==> src/rtl/spq_pkg.sv <==
// Shared types and constants for the sorted priority queue.
`timescale 1ns / 1ps

package spq_pkg;

	localparam int DEPTH_DEF    = 16;
	localparam int KEY_BITS_DEF = 16;
	localparam int TAG_BITS_DEF = 16;

	typedef enum logic [1:0] {
		KIND_INSERT = 2'd0,
		KIND_POP    = 2'd1,
		KIND_REMOVE = 2'd2,
		KIND_QUERY  = 2'd3
	} kind_t;

	typedef enum logic [1:0] {
		STAT_OK        = 2'd0,
		STAT_EMPTY     = 2'd1,
		STAT_NOT_FOUND = 2'd2,
		STAT_FULL      = 2'd3
	} status_t;

	typedef enum logic [2:0] {
		CELL_HOLD,
		CELL_INSERT,
		CELL_POP,
		CELL_SEARCH,
		CELL_SHIFT
	} cell_cmd_t;

	typedef enum logic [1:0] {
		ST_IDLE,
		ST_SEARCH,
		ST_SHIFT
	} state_t;

	typedef struct packed {
		logic used;
		logic ge;
		logic tok;
		logic hit;
		logic live;
		logic tail;
	} cell_flags_t;

endpackage

==> src/rtl/spq_cell.sv <==
// One slot of the sorted chain: holds an entry and trades it with its neighbors.
`timescale 1ns / 1ps

module spq_cell #(
	parameter int KEY_BITS = spq_pkg::KEY_BITS_DEF,
	parameter int TAG_BITS = spq_pkg::TAG_BITS_DEF
) (
	input  logic                  clk,
	input  logic                  arst_n,
	input  spq_pkg::cell_cmd_t    cmd,
	input  logic [KEY_BITS-1:0]   op_key,
	input  logic [TAG_BITS-1:0]   op_tag,
	input  logic                  tok_in,
	input  logic [KEY_BITS-1:0]   left_key,
	input  logic [TAG_BITS-1:0]   left_tag,
	input  logic                  left_used,
	input  logic                  left_ge,
	input  logic [KEY_BITS-1:0]   right_key,
	input  logic [TAG_BITS-1:0]   right_tag,
	input  logic                  right_used,
	output logic [KEY_BITS-1:0]   key,
	output logic [TAG_BITS-1:0]   tag,
	output spq_pkg::cell_flags_t  flags
);

	logic [KEY_BITS-1:0] key_q;
	logic [TAG_BITS-1:0] tag_q;
	logic                used_q;
	logic                tok_q;
	logic                ge;
	logic                match;
	logic [KEY_BITS-1:0] key_d;
	logic [TAG_BITS-1:0] tag_d;
	logic                used_d;

	assign ge    = used_q & (key_q >= op_key);
	assign match = used_q & (key_q == op_key) & (tag_q == op_tag);

	always_comb begin
		key_d  = key_q;
		tag_d  = tag_q;
		used_d = used_q;
		case (cmd)
			spq_pkg::CELL_INSERT: begin
				if (!ge) begin
					if (left_ge) begin
						key_d  = op_key;
						tag_d  = op_tag;
						used_d = 1'b1;
					end else begin
						key_d  = left_key;
						tag_d  = left_tag;
						used_d = left_used;
					end
				end
			end
			spq_pkg::CELL_POP: begin
				key_d  = right_key;
				tag_d  = right_tag;
				used_d = right_used;
			end
			spq_pkg::CELL_SEARCH: begin
				if (tok_q && match) begin
					key_d  = right_key;
					tag_d  = right_tag;
					used_d = right_used;
				end
			end
			spq_pkg::CELL_SHIFT: begin
				if (tok_q) begin
					key_d  = right_key;
					tag_d  = right_tag;
					used_d = right_used;
				end
			end
			default: begin
			end
		endcase
	end

	always_ff @(posedge clk or negedge arst_n) begin
		if (!arst_n) begin
			used_q <= 1'b0;
			tok_q  <= 1'b0;
		end else begin
			used_q <= used_d;
			tok_q  <= tok_in;
		end
	end

	always_ff @(posedge clk) begin
		key_q <= key_d;
		tag_q <= tag_d;
	end

	assign key        = key_q;
	assign tag        = tag_q;
	assign flags.used = used_q;
	assign flags.ge   = ge;
	assign flags.tok  = tok_q;
	assign flags.hit  = tok_q & match;
	assign flags.live = tok_q & used_q;
	assign flags.tail = tok_q & ~right_used;

endmodule

==> src/rtl/sorted_priority_queue.sv <==
// Top level of the sorted priority queue: cell chain and its sequencer.
`timescale 1ns / 1ps

// A request is taken when start is high and busy is low; kind selects insert,
// pop, remove or query, with entry_key and entry_tag as operands.
// Each request produces one result: done is high for exactly one cycle with
// status, head_valid, head_key, head_tag and entry_count, all describing the
// queue after the request. The receiver cannot stall; results must be taken
// in the cycle they are shown.
// Insert, pop and query do not raise busy: on insert every cell compares its key with
// the new key and shifts in parallel, so a new request may follow each cycle
// and the result appears in the cycle after the request is taken.
// Remove walks a token down the cell chain one cell per cycle, first to find
// the matching entry and then to close the gap behind it. How long it holds
// busy is set by the position of the match and the entry count; a search that
// misses on a full queue runs the token off the end of the chain before ending.
// Remove on an empty queue finishes without raising busy.
// Reset empties the queue; no clearing pass is needed since each cell has
// its own valid bit.
module sorted_priority_queue #(
	parameter int DEPTH    = spq_pkg::DEPTH_DEF,
	parameter int KEY_BITS = spq_pkg::KEY_BITS_DEF,
	parameter int TAG_BITS = spq_pkg::TAG_BITS_DEF,
	localparam int CW      = $clog2(DEPTH + 1)
) (
	input  logic                clk,
	input  logic                arst_n,
	input  logic                start,
	output logic                busy,
	input  logic [1:0]          kind,
	input  logic [KEY_BITS-1:0] entry_key,
	input  logic [TAG_BITS-1:0] entry_tag,
	output logic                done,
	output logic [1:0]          status,
	output logic                head_valid,
	output logic [KEY_BITS-1:0] head_key,
	output logic [TAG_BITS-1:0] head_tag,
	output logic [CW-1:0]       entry_count
);

	spq_pkg::state_t      state_q;
	spq_pkg::state_t      state_d;
	spq_pkg::cell_cmd_t   cmd;
	spq_pkg::status_t     status_d;
	spq_pkg::status_t     status_q;
	logic                 done_d;
	logic                 done_q;
	logic [CW-1:0]        count_q;
	logic [CW-1:0]        count_d;
	logic [KEY_BITS-1:0]  op_key_q;
	logic [TAG_BITS-1:0]  op_tag_q;
	logic [KEY_BITS-1:0]  op_key;
	logic [TAG_BITS-1:0]  op_tag;
	logic                 accept;
	logic                 seed;
	logic                 tok_run;
	logic                 empty;
	logic                 full;
	logic                 hit_any;
	logic                 live_any;
	logic                 tail_any;

	logic [KEY_BITS-1:0]  cell_key [DEPTH];
	logic [TAG_BITS-1:0]  cell_tag [DEPTH];
	spq_pkg::cell_flags_t flags    [DEPTH];
	logic [DEPTH-1:0]     used_vec;
	logic [DEPTH-1:0]     hit_vec;
	logic [DEPTH-1:0]     live_vec;
	logic [DEPTH-1:0]     tail_vec;

	assign busy    = (state_q != spq_pkg::ST_IDLE);
	assign accept  = start & ~busy;
	assign empty   = (count_q == '0);
	assign full    = (count_q == CW'(DEPTH));
	assign tok_run = busy;
	assign op_key  = busy ? op_key_q : entry_key;
	assign op_tag  = busy ? op_tag_q : entry_tag;

	genvar i;
	generate
		for (i = 0; i < DEPTH; i++) begin : g_cell
			logic [KEY_BITS-1:0] l_key;
			logic [TAG_BITS-1:0] l_tag;
			logic                l_used;
			logic                l_ge;
			logic [KEY_BITS-1:0] r_key;
			logic [TAG_BITS-1:0] r_tag;
			logic                r_used;
			logic                t_in;

			if (i == 0) begin : g_first
				assign l_key  = '0;
				assign l_tag  = '0;
				assign l_used = 1'b0;
				assign l_ge   = 1'b1;
				assign t_in   = seed;
			end else begin : g_inner
				assign l_key  = cell_key[i-1];
				assign l_tag  = cell_tag[i-1];
				assign l_used = flags[i-1].used;
				assign l_ge   = flags[i-1].ge;
				assign t_in   = tok_run & flags[i-1].tok;
			end

			if (i == DEPTH - 1) begin : g_last
				assign r_key  = '0;
				assign r_tag  = '0;
				assign r_used = 1'b0;
			end else begin : g_body
				assign r_key  = cell_key[i+1];
				assign r_tag  = cell_tag[i+1];
				assign r_used = flags[i+1].used;
			end

			spq_cell #(
				.KEY_BITS(KEY_BITS),
				.TAG_BITS(TAG_BITS)
			) u_cell (
				.clk       (clk),
				.arst_n    (arst_n),
				.cmd       (cmd),
				.op_key    (op_key),
				.op_tag    (op_tag),
				.tok_in    (t_in),
				.left_key  (l_key),
				.left_tag  (l_tag),
				.left_used (l_used),
				.left_ge   (l_ge),
				.right_key (r_key),
				.right_tag (r_tag),
				.right_used(r_used),
				.key       (cell_key[i]),
				.tag       (cell_tag[i]),
				.flags     (flags[i])
			);

			assign used_vec[i] = flags[i].used;
			assign hit_vec[i]  = flags[i].hit;
			assign live_vec[i] = flags[i].live;
			assign tail_vec[i] = flags[i].tail;
		end
	endgenerate

	assign hit_any  = |hit_vec;
	assign live_any = |live_vec;
	assign tail_any = |tail_vec;

	always_comb begin
		state_d = state_q;
		unique case (state_q)
			spq_pkg::ST_IDLE: begin
				if (accept && spq_pkg::kind_t'(kind) == spq_pkg::KIND_REMOVE && !empty) begin
					state_d = spq_pkg::ST_SEARCH;
				end
			end
			spq_pkg::ST_SEARCH: begin
				if (hit_any) begin
					state_d = tail_any ? spq_pkg::ST_IDLE : spq_pkg::ST_SHIFT;
				end else if (!live_any) begin
					state_d = spq_pkg::ST_IDLE;
				end
			end
			spq_pkg::ST_SHIFT: begin
				if (tail_any) begin
					state_d = spq_pkg::ST_IDLE;
				end
			end
			default: state_d = spq_pkg::ST_IDLE;
		endcase
	end

	always_comb begin
		cmd      = spq_pkg::CELL_HOLD;
		status_d = spq_pkg::STAT_OK;
		done_d   = 1'b0;
		count_d  = count_q;
		seed     = 1'b0;
		unique case (state_q)
			spq_pkg::ST_IDLE: begin
				if (accept) begin
					unique case (spq_pkg::kind_t'(kind))
						spq_pkg::KIND_INSERT: begin
							done_d = 1'b1;
							if (full) begin
								status_d = spq_pkg::STAT_FULL;
							end else begin
								cmd     = spq_pkg::CELL_INSERT;
								count_d = CW'(count_q + 1'b1);
							end
						end
						spq_pkg::KIND_POP: begin
							done_d = 1'b1;
							if (empty) begin
								status_d = spq_pkg::STAT_EMPTY;
							end else begin
								cmd     = spq_pkg::CELL_POP;
								count_d = CW'(count_q - 1'b1);
							end
						end
						spq_pkg::KIND_REMOVE: begin
							if (empty) begin
								done_d   = 1'b1;
								status_d = spq_pkg::STAT_EMPTY;
							end else begin
								seed = 1'b1;
							end
						end
						spq_pkg::KIND_QUERY: begin
							done_d   = 1'b1;
							status_d = empty ? spq_pkg::STAT_EMPTY : spq_pkg::STAT_OK;
						end
						default: begin
						end
					endcase
				end
			end
			spq_pkg::ST_SEARCH: begin
				cmd = spq_pkg::CELL_SEARCH;
				if (hit_any) begin
					count_d = CW'(count_q - 1'b1);
					done_d  = tail_any;
				end else if (!live_any) begin
					done_d   = 1'b1;
					status_d = spq_pkg::STAT_NOT_FOUND;
				end
			end
			spq_pkg::ST_SHIFT: begin
				cmd    = spq_pkg::CELL_SHIFT;
				done_d = tail_any;
			end
			default: begin
			end
		endcase
	end

	always_ff @(posedge clk or negedge arst_n) begin
		if (!arst_n) begin
			state_q  <= spq_pkg::ST_IDLE;
			count_q  <= '0;
			done_q   <= 1'b0;
			status_q <= spq_pkg::STAT_OK;
		end else begin
			state_q <= state_d;
			count_q <= count_d;
			done_q  <= done_d;
			if (done_d) begin
				status_q <= status_d;
			end
		end
	end

	always_ff @(posedge clk) begin
		if (accept) begin
			op_key_q <= entry_key;
			op_tag_q <= entry_tag;
		end
	end

	assign done        = done_q;
	assign status      = status_q;
	assign head_valid  = flags[0].used;
	assign head_key    = flags[0].used ? cell_key[0] : '0;
	assign head_tag    = flags[0].used ? cell_tag[0] : '0;
	assign entry_count = count_q;

	a_count_range: assert property (@(posedge clk) disable iff (!arst_n)
		count_q <= CW'(DEPTH))
		else $error("entry count above depth");

	a_head_matches_count: assert property (@(posedge clk) disable iff (!arst_n)
		head_valid == (entry_count != '0))
		else $error("head valid disagrees with entry count");

	a_used_matches_count: assert property (@(posedge clk) disable iff (!arst_n)
		!busy |-> ($countones(used_vec) == int'(count_q)))
		else $error("occupied cells disagree with entry count");

	a_done_when_idle: assert property (@(posedge clk) disable iff (!arst_n)
		done |-> !busy)
		else $error("result shown while a remove is still running");

endmodule
==> config.mk <==
export PLATFORM = sky130hd
export DESIGN_NAME = sorted_priority_queue
export DESIGN_NICKNAME = d
export VERILOG_FILES = /design/src/rtl/spq_pkg.sv /design/src/rtl/spq_cell.sv /design/src/rtl/sorted_priority_queue.sv
export SDC_FILE = /design/constraint.sdc
export NUM_CORES = 2
export LEC_CHECK = 0
export BUFFER_PORTS_ARGS = -buffer_cell sky130_fd_sc_hd__buf_2
export CORE_MARGIN = 2
export CORE_UTILIZATION = 65
export CTS_CLUSTER_DIAMETER = 200
export DETAILED_ROUTE_END_ITERATION = 10
export PLACE_DENSITY = 0.82
export REMOVE_ABC_BUFFERS = 1
export SETUP_SLACK_MARGIN = 0.05
export SYNTH_ARGS = -nofsm -noshare
export SYNTH_HDL_FRONTEND = slang
export SYNTH_SLANG_ARGS = --single-unit
export TNS_END_PERCENT = 20
==> constraint.sdc <==
create_clock -name clk -period 9.3 [get_ports clk]
set_input_delay 0.93 -clock clk [delete_from_list [all_inputs] [get_ports clk]]
set_output_delay 0.93 -clock clk [all_outputs]
set_load 0.005 [all_outputs]
==> results.ini <==
[setup_path]
rr_worst_depth = 15
critPathKind = register to register
regToRegStartpoint = state_q[1]$_DFFE_PN0P_
crit_fanout = 55
r2r-end = g_cell[7].u_cell.tag[14]$_DFFE_PP_
crit_start = state_q[1]$_DFFE_PN0P_
cp.required_ps = 9540
worst_setup_path_end_kind = register
r2r_slack_ps = 3070
start_kind = register
critPathArrivalTime_ps = 6470

[place]
hpwl_microns = 96600
io_buffer_count = 78
gp_congestion = 1.02

[route]
drt_iter0_markers = 6164
num_vias = 37600
drc = 0
first_pass_iters = 9
drt-total-wl_microns = 139000
via_per_inst = 7.07
ant_nets = 0
post_drt_wl_per_cell_microns = 26.1

[final_layout]
final_common_cell = a21oi_1
syn_to_final_growth_pct = 7.74
layout-drive-gt1-share = 0.0754
fill_cells = 4844
num_antenna_cells = 0
final_nets = 4717
final_cell_mix = a21oi_1, edfxtp_1, nand2_1, o21ai_0, nor2_1

[sta]
skew_ps = 25.4
tightest_slew_ps = 1420
period_share = 0.670
fin_setup_tns_ps = 0
slew_violations = 0
slew_headroom = 0.0514
finalHoldViolCount = 0
max_freq_ghz = 0.160
min_period_ps = 6230
rsz0062_at_grt = no
setup_violations = 0

[synthesis]
synth.mux.area_fraction = 0.0503
yosys_register_bits = 586
ys_types = 83
synth.avg_cell_area_sq_um = 9.12
synth_top_family_by_area = compound AO/OA/AOI/OAI gates
synth_xor_area_frac = 0.0503
async_reset_ff_frac = 0.0717
synthSimpleGateAreaFrac = 0.162
syn_area_sq_um = 41400
synth-main-ff-cell = edfxtp_1
synth-edff-count = 544
syn_inst = 4542
ys_seq_area_frac = 0.420
synth_compound_area_frac = 0.195
synth_warnings = 0
synthAdderAreaFrac = 0.0779

[clock_network]
ctsResizeCount = 0
post_cts_buffers = 0
cts_inserted_buffers = 69
path_clk_slew_ps = 70
clockRootBuffer = clkbuf_16
cts_tree = done
postCtsHoldBufs = 0
cts_sinks = 586
insertion_delay_ps = 640
h-tree-depth = 3
clk_path_buf_depth = 3

[global_route]
track_usage = 0.412
antenna_found_initial = 2
overflow = 0
grt_pass1_wl_microns = 211000
grt_max_degree = 224
grt_pass1_vias = 35400

[die]
io_pins = 79
fp.dieH_microns = 256
core_sq_um = 63100
fp-row-count = 92
dieArea_sq_um = 65800
die_w_microns = 256
start_util = 0.657

[outcome]
status = completed

[pwr]
p_per_area_nw_per_um2 = 126
worst_ir_drop_vdd_mv = 0.133
p_total_mw = 5.61
p_leak_nw = 16.5

[job]
max_cap_viol_count = 0

[min_path]
hold_path.class = primary input to asynchronous set/reset pin

logic make-up (layout without fill, tap and decap cells):
kind of cell,count (synthesis),count (layout)
xor gates and xnor gates,238,238
muxes,207,207
and+or+nand+nor,1440,1440
adders and majority gates,258,258
AOI/OAI and AO/OA,1348,1348
buffers and inverters,465,392
DFF,586,586
where the power goes:
group	total, mW	switching, mW	internal [mW]
Sequential	2.84	0.000501	2.84
Clock	2.71	1.14	1.57
Combinational	0.0565	0.0408	0.0157
Total	5.61	1.18	4.43
registers in the layout, summed over array words and instances, names as in the netlist:
| name | count |
|---|---|
| op_key_q | 16 |
| state_q | 2 |
| g_cell.u_cell.used_q | 16 |
| g_cell.u_cell.tok_q | 16 |
| entry_count | 5 |
| g_cell.u_cell.tag | 256 |
| done | 1 |
| op_tag_q | 16 |
| g_cell.u_cell.key | 256 |
| status | 2 |
cell usage after synthesis (19+ instances only):
library cell    n  area [sq um]
a21oi_1       572          2860
edfxtp_1      544         16300
nand2_1       519          1950
nor2_1        328          1230
o21ai_0       324          1620
clkbuf_1      284          1070
ha_1          258          3230
mux2i_1       203          2030
nand3_1       194           971
xnor2_1       193          1690
inv_1         103           387
o311ai_0       97           850
nand2b_1       81           507
nand4_1        81           507
a21o_1         62           465
nor2b_1        62           388
and2_1         52           325
nor4_1         47           294
xor2_1         45           394
a211oi_1       44           330
dfrtp_1        42          1050
o21a_1         41           308
buf_2          40           200
a22oi_1        28           210
buf_1          27           101
nor3_1         22           110
o22ai_1        19           119
area by class of cell:
type | instances | area, sq um | area share
clock inverter | 22 | 231 | 0.00519
tap | 846 | 1060 | 0.0237
inverter | 104 | 393 | 0.00880
sequential | 586 | 17400 | 0.390
timing repair buffer | 170 | 1090 | 0.0245
multi-input combinational | 3491 | 22500 | 0.505
clock buffer | 96 | 1920 | 0.0430
worst max-delay path: stages, from the launching register on:
cell,delay (ps)
dfrtp_1,320
buf_4,280
nor2_4,80
inv_4,600
nand2_1,110
nand2_1,330
inv_1,360
buf_4,320
ha_1,320
nand4_1,170
or4_1,640
a2111oi_0,460
nand4_1,180
or2_0,260
a21oi_1,300
a21boi_4,1010
how the worst max path moves through the flow:
stage,endpoint,slack (ps),depth (start not counted)
final,g_cell[7].u_cell.tag[14]$_DFFE_PP_,3070,15
after detailed placement,g_cell[7].u_cell.tag[5]$_DFFE_PP_,3380,15
after global placement,g_cell[7].u_cell.tag[1]$_DFFE_PP_,3530,15
after global routing,g_cell[14].u_cell.tag[5]$_DFFE_PP_,2840,16
after floorplan,g_cell[4].u_cell.key[0]$_DFFE_PP_,-15990,4
after CTS,g_cell[7].u_cell.tag[14]$_DFFE_PP_,3310,15
per-stage QoR:
stage          cells  hold slack [ps]  cell area [sq um]   util  setup WS [ps]
2_1_floorplan   4181              492              40000      -         -15990
3_3_place_gp    5197              531              42500  0.673           3530
3_5_place_dp    5197              532              42500  0.673           3380
4_1_cts         5315              496              44600  0.707           3310
5_1_grt         5315              487              44600  0.707           2840
6_report        5315              463              44600  0.707           3070
layer usage:
metal / GRT usage / part of all wire / wire, microns
met2: 0.631 / 0.44 / 61100
met5: 0 / 0.00040 / 55
met1: 0.539 / 0.36 / 50000
met4: 0.241 / 0.072 / 10100
met3: 0.0932 / 0.13 / 17700
(Power assumes the default switching activity.)
